$ cat config.mk
export PLATFORM = sky130hd
export DESIGN_NAME = bvm_alu
export DESIGN_NICKNAME = d
export VERILOG_FILES = /design/src/hdl/bvm_pkg.sv /design/src/hdl/bvm_alu.sv
export SDC_FILE = /design/constraint.sdc
export NUM_CORES = 1
export LEC_CHECK = 0
export ABC_AREA = 0
export CAP_MARGIN = 20
export CORE_ASPECT_RATIO = 0.5
export CORE_MARGIN = 1.5
export CORE_UTILIZATION = 45
export DETAILED_ROUTE_END_ITERATION = 6
export DONT_BUFFER_PORTS = 1
export PLACE_DENSITY = 0.61
export SLEW_MARGIN = 20
export SYNTH_ARGS = -nofsm -noshare
export SYNTH_HDL_FRONTEND = slang
export SYNTH_SLANG_ARGS = --single-unit
$ cat constraint.sdc
create_clock -name vclk -period 2.8
set_clock_uncertainty 0.2 [all_clocks]
set_input_delay 0.14 -clock vclk [all_inputs]
set_output_delay 0.14 -clock vclk [all_outputs]
set_load 0.03 [all_outputs]
$ cat src/hdl/bvm_pkg.sv
`timescale 1ns / 1ps
package bvm_pkg;
    localparam logic [1:0] REQ_EXEC = 2'd0;
    localparam logic [1:0] REQ_MWR  = 2'd1;
    localparam logic [1:0] REQ_MRD  = 2'd2;
    localparam logic [1:0] REQ_ROW  = 2'd3;

    localparam logic [15:0] OP_CLS = 16'h00E0;
    localparam logic [15:0] OP_RET = 16'h00EE;
    localparam logic [11:0] ADDR_MASK = 12'hFFF;
    localparam logic [15:0] FONT_BASE = 16'h0050;
    localparam logic [7:0] SPR_MSB = 8'h80;
    localparam logic [7:0] FN_SKP  = 8'h9E;
    localparam logic [7:0] FN_SKNP = 8'hA1;
    localparam logic [7:0] FN_WKEY = 8'h0A;
    localparam logic [7:0] FN_ADDI = 8'h1E;
    localparam logic [7:0] FN_BCD  = 8'h33;
    localparam logic [7:0] FN_STR  = 8'h55;
    localparam logic [7:0] FN_LDR  = 8'h65;
    localparam logic [7:0] FN_GDLY = 8'h07;
    localparam logic [7:0] FN_SDLY = 8'h15;
    localparam logic [7:0] FN_SSND = 8'h18;
    localparam logic [7:0] FN_FONT = 8'h29;

    // alu op codes for the shared unit
    localparam logic [2:0] ALU_OR  = 3'd0;
    localparam logic [2:0] ALU_AND = 3'd1;
    localparam logic [2:0] ALU_XOR = 3'd2;
    localparam logic [2:0] ALU_ADD = 3'd3;
    localparam logic [2:0] ALU_SUB = 3'd4;
    localparam logic [2:0] ALU_SHR = 3'd5;
    localparam logic [2:0] ALU_SHL = 3'd6;
    localparam logic [2:0] ALU_PASS = 3'd7;

    typedef struct packed {
        logic [2:0] op;
        logic [7:0] a;
        logic [7:0] b;
    } alu_req_t;

    typedef struct packed {
        logic [7:0] res;
        logic       flag;
    } alu_rsp_t;
endpackage

$ cat src/hdl/bvm_alu.sv
`timescale 1ns / 1ps
module bvm_alu
    import bvm_pkg::*;
(
    input  alu_req_t req,
    output alu_rsp_t rsp
);
    logic [8:0] sum;
    always_comb
    begin
        sum = 9'd0;
        rsp = '0;
        case (req.op)
            ALU_OR:  rsp.res = req.a | req.b;
            ALU_AND: rsp.res = req.a & req.b;
            ALU_XOR: rsp.res = req.a ^ req.b;
            ALU_ADD:
            begin
                sum = {1'b0, req.a} + {1'b0, req.b};
                rsp.res = sum[7:0];
                rsp.flag = sum[8];
            end
            ALU_SUB:
            begin
                sum = {1'b0, req.a} - {1'b0, req.b};
                rsp.res = sum[7:0];
                rsp.flag = ~sum[8];
            end
            ALU_SHR:
            begin
                rsp.res = {1'b0, req.a[7:1]};
                rsp.flag = req.a[0];
            end
            ALU_SHL:
            begin
                rsp.res = {req.a[6:0], 1'b0};
                rsp.flag = req.a[7];
            end
            default: rsp.res = req.a;
        endcase
    end
endmodule
==> results of run 1 <==
[report_power, final]
part / total [mW] / internal, mW / leakage (nW) / switching [mW]
clock: 0 / 0 / 0 / 0
sequential: 0 / 0 / 0 / 0
combinational: 0.264 / 0.107 / 0.669 / 0.157
[layout by cell type, fill, tap and decap left out, types with 3 or more instances in the layout]
master	synthesis	routed
inv_1	29	29
ha_1	26	26
nor2_1	20	20
o21ai_0	17	17
a21oi_1	13	13
nand2_1	13	13
a211oi_1	6	6
nand3_1	5	5
nor3_1	5	5
mux2i_1	4	4
o22a_1	4	4
buf_4	1	4
xnor2_1	3	3
nor2b_1	3	3
a31oi_1	3	3
a221oi_1	3	3
o21bai_1	3	3
a311oi_1	3	3
[final cells by class]
type / count / area share, %
Tap cell: 40 / 3.47
Multi-Input combinational cell: 168 / 86.6
Inverter: 30 / 7.81
Timing Repair Buffer: 4 / 2.08
[final timing paths]
kind / startpoint / slack (ns) / cells after the start / end
max: req[8] / 0.50 / 10 / rsp[5]
min: req[17] / 0.29 / 2 / rsp[2]
[cell usage after synthesis, types with 4 or more instances]
| cell | n | area, sq um |
|---|---|---|
| nor2_1 | 20 | 75.1 |
| inv_1 | 29 | 109 |
| buf_2 | 8 | 40.0 |
| ha_1 | 26 | 325 |
| o21ai_0 | 17 | 85.1 |
| a21oi_1 | 13 | 65.1 |
| o22a_1 | 4 | 35.0 |
| mux2i_1 | 4 | 40.0 |
| a211oi_1 | 6 | 45.0 |
| nand3_1 | 5 | 25.0 |
| nand2_1 | 13 | 48.8 |
| nor3_1 | 5 | 25.0 |
[metrics by stage]
stage	total power [mW]	cells	util (%)	worst slack, ns
detailed placement	0.261	242	47.9	0.517
CTS	0.262	242	47.9	0.514
finish	0.264	242	47.9	0.499
floorplan	0.229	210	-	0.575
global route	0.294	242	47.9	0.354
global placement	0.260	242	47.9	0.542
[logic make-up after synthesis]
logic type      Yosys count  share of synthesized area [%]
compound gates           70                           33.5
simple gates             60                           21.0
buf+inv                  42                           12.1
fa+ha+maj                28                           25.7
mux                       7                           5.99
xor+xnor                  3                           1.85
[routing by layer]
layer  wire length, microns  vias up  global-route usage (%)
li1                       -      734                       -
met1                   1930      663                    37.2
met2                   1400       62                    31.5
met3                    334        2                    1.29
met4                     14        0                    1.69
met5                      0        -                       0
==> reports/results.tsv, run 1 <==
metric	value	unit
nets@finish	251	
Post CTS Setup Buffer Count	0	
Via density	6.04	
Multi-input gate area	1250	sq um
fillers	305	
cell mode on critical path	inv_1	
CP endpoint kind	primary output	
drt drc	0	
critical path class	input port to primary output	
IO Count	28	
Die ar.	3530	sq um
Avg Inst Size Synth	6.77	sq um
sequential fraction of the synthesis area	0	%
CP max FO	4	
Cell Pwr Density	183	nW/um^2
1st-iter DRT viols	109	
Synthesized Nets	257	
Critical-path top delay cell	o32a_1	
Seq cells	0	
hold_ws	0.289	ns
design area	1440	sq um
CTS Hold Bufs	0	
period utilisation layout	82.2	%
vias in the first global route	1303	
crit-path leading delay family	compound AO/OA/AOI/OAI gates	
Avg WL per Cell	15.2	microns
Final Hold Viols	0	
DRT Pass-1 Iters	4	
clkbuf count	0	
Post-Syn Area	1420	sq um
diode count	0	
initial antenna violation count	0	
core footprint	3010	sq um
port bufs	0	
GRT Util Overall	22.4	%
Achievable Freq	0.435	GHz
Routed Wire Length	3.68	mm
FF/Latch Area	0	sq um
maxcap violations	0	
Slew Limit Headroom	70.1	%
RSZ-0062 raised after global routing	false	
placed instance area	1440	sq um
setup TNS	0	ns
peak supply drop	0.0803	mV
Final Setup Violations	0	
post-CTS resize count	0	
grt total ovfl	0	
HP Class	input port to primary output	
routability cong.	0.960	
global-route wire length before repair	6.31	mm
Die Y	42.7	microns
run status	completed	
cells after synthesis	210	
HPWL after DPL	2.79	mm
Critical Path AT	1.96	ns
Ys Warns	0	
Distinct cells, synth	50	
synthesis-to-layout area growth	1.50	%
Die X	82.5	microns
Tmin final	2.30	ns
Buf/Inv on CP	2	
ordered list of cells on the worst path	inv_1 > ha_1 > inv_1 > fa_1 > nand2b_2 > nand2b_1 > a21oi_1 > xnor2_1 > nor2_1 > o32a_1	
Slew Limit Fails	0	
FP Rows	14	
Initial Util	47.2	%
LEAKAGE	0.669	nW
largest net degree at the start of global routing	36	
vias	1461	
Worst-Margin Slew	0.446	ns
share of layout cells above drive strength 1	7.43	%
Critical Path RT	2.46	ns
CP Launch Type	input port	
Detail Route Antenna Nets	0	
CP max stage delay	0.46	ns
Note: power is estimated with default switching activity, not from simulation.
==> inputs of run 2 (changes only) <==
--- a/config.mk
+++ b/config.mk
@@ -12,7 +12,7 @@
 export CORE_UTILIZATION = 45
 export DETAILED_ROUTE_END_ITERATION = 6
 export DONT_BUFFER_PORTS = 1
-export PLACE_DENSITY = 0.61
+export PLACE_DENSITY = 0.63
 export SLEW_MARGIN = 20
 export SYNTH_ARGS = -nofsm -noshare
 export SYNTH_HDL_FRONTEND = slang
==> constraint.sdc (replaced) <==
create_clock -name vclk -period 2
set_clock_uncertainty 0.2 [all_clocks]
set_input_delay 0.1 -clock vclk [all_inputs]
set_output_delay 0.1 -clock vclk [all_outputs]
set_load 0.03 [all_outputs]
==> run 2 against run 1 <==
Effect of this change:
- the run now ends with setup timing left
- clock-buffer cell count stayed put
- sequential share of layout area is the same
- via count is 10% higher
- flip-flop and latch count did not move
- critical path depth up 1
- setup slack got worse by 0.58 ns
==> reports/results.tsv, run 2 (synthesized netlist as in run 1, its figures left out) <==
metric	value	unit	change
period utilisation layout	104	%	
global-route wire length before repair	7.06	mm	+12%
post-layout util	65.4	%	+18 points
Worst Hold Launch	req[12]		
commonest cells after routing, fill and taps aside	buf_4 (29), inv_1 (22), nor2_1 (19)		
clkbuf count	0		unchanged
GRT Util Overall	25.6	%	+3.2 points
port bufs	0		unchanged
LEAKAGE	0.860	nW	+28%
Routed Wire Length	4.52	mm	+23%
failing checks	setup timing		
Psw	282	uW	+80%
peak supply drop	0.144	mV	+79%
IO Count	28		unchanged
Seq cells	0		unchanged
Critical Path AT	1.78	ns	-0.18 ns
Inst Count DP	271		+12%
Die X	82.5	microns	unchanged
DRT Pass-1 Iters	4		unchanged
GRT Max-Usage Layer	met2		
Avg WL per Cell	16.5	microns	+8.3%
design area	1970	sq um	+37%
placed instance area	1730	sq um	+20%
Cell Pwr Density	284	nW/um^2	+55%
Worst-Margin Slew	0.502	ns	+0.0560 ns
commonest non-fill, non-tap cell in the layout	buf_4		
Comb power frac	100.0	%	about the same
CP endpoint kind	primary output		
Final Setup Violations	3		+3
Clk pwr share	0	%	unchanged
Die Y	42.7	microns	unchanged
share of layout cells above drive strength 1	33.8	%	+26 points
largest net degree at the start of global routing	36		unchanged
setup TNS	-0.120	ns	-0.120 ns
CTS Hold Bufs	0		unchanged
non-filler instance count after layout	274		+13%
nets@finish	283		+13%
CP Launch Type	input port		
GR Util met1	37.4	%	+0.14 points
Slew Limit Fails	0		unchanged
1st-iter DRT viols	84		-23%
Tmin final	2.08	ns	
Power, Total	559	uW	+110%
routability cong.	0.900		-6.2%
CP max FO	4		unchanged
Detail Route Antenna Nets	0		unchanged
final worst slack	-0.0819	ns	-0.581 ns
Reg power frac	0	%	unchanged
synthesis-to-layout area growth	38.7	%	
M2 GR Usage	41.6	%	+10 points
run status	finished with violations		
core footprint	3010	sq um	unchanged
HPWL after DPL	3.25	mm	+16%
Pint	278	uW	+160%
sw frac	50.4	%	-8.9 points
Initial Util	47.2	%	unchanged
FF/Latch Area	0	sq um	unchanged
critical path class	input port to primary output		
Die ar.	3530	sq um	unchanged
Final Hold Viols	0		unchanged
met3 Usage GRT	2.80	%	+1.5 points
Via density	5.89		-2.4%
diode count	0		unchanged
Achievable Freq	0.480	GHz	
vias in the first global route	1531		+17%
FP Rows	14		unchanged
hold depth	1		-1
drt drc	0		unchanged
HP Class	input port to primary output		
RSZ-0062 raised after global routing	true		
initial antenna violation count	0		unchanged
Worst Hold End	rsp[5]		
vias	1614		+10%
Critical Path RT	1.70	ns	-0.76 ns
Slew Limit Headroom	66.4	%	-3.8 points
maxcap violations	0		unchanged
grt total ovfl	0		unchanged
run 2: area by class of cell:
cell class / count / area [sq um]
tap: 40 / 50.0
inverter: 30 / 125
multi-input combinational: 168 / 1470
fill: 276 / 1040
timing repair buffer: 36 / 323
run 2: metrics by stage:
step           setup slack, ns  hold slack [ns]
4_1_cts                 -0.109            0.189
5_1_grt                 -0.144            0.190
3_3_place_gp            -0.126            0.183
3_5_place_dp            -0.155            0.189
2_1_floorplan          0.00125            0.180
6_report               -0.0819            0.190
run 2: power groups by stage:
| stage | combinational, mW | clock [mW] | sequential [mW] |
|---|---|---|---|
| after floorplan | 0.330 | 0 | 0 |
| after global placement | 0.467 | 0 | 0 |
| after detailed placement | 0.475 | 0 | 0 |
| after CTS | 0.508 | 0 | 0 |
| after global routing | 0.603 | 0 | 0 |
| final | 0.559 | 0 | 0 |
run 2: layer usage:
metal | vias to the layer above | wire, microns
li1 | 803 | -
met1 | 729 | 2120
met2 | 70 | 1960
met3 | 12 | 360
met4 | 0 | 78
met5 | - | 0
run 2: how the worst max path moves through the flow:
stage,start,endpoint,cells after the start
6_report,req[8],rsp[7],11
5_1_grt,req[8],rsp[7],11
4_1_cts,req[8],rsp[7],10
3_5_place_dp,req[2],rsp[7],9
3_3_place_gp,req[1],rsp[7],10
2_1_floorplan,req[0],rsp[7],9
run 2: timing repair:
item                       4_1_cts  5_1_grt
setup buffers                    1        2
setup endpoints to repair        5        7
pin swaps                       10       21
hold endpoints to repair         0        0
resized for setup               18       26
run 2: critical path, cell delays in order:
cell and delay [ns]:
inv_4 0.02, ha_4 0.16, inv_4 0.05, fa_2 0.22, nand2b_4 0.09, a2111oi_4 0.38, o21ai_1 0.12, o211a_1 0.13
a31oi_1 0.18, o22a_1 0.20, buf_12 0.13
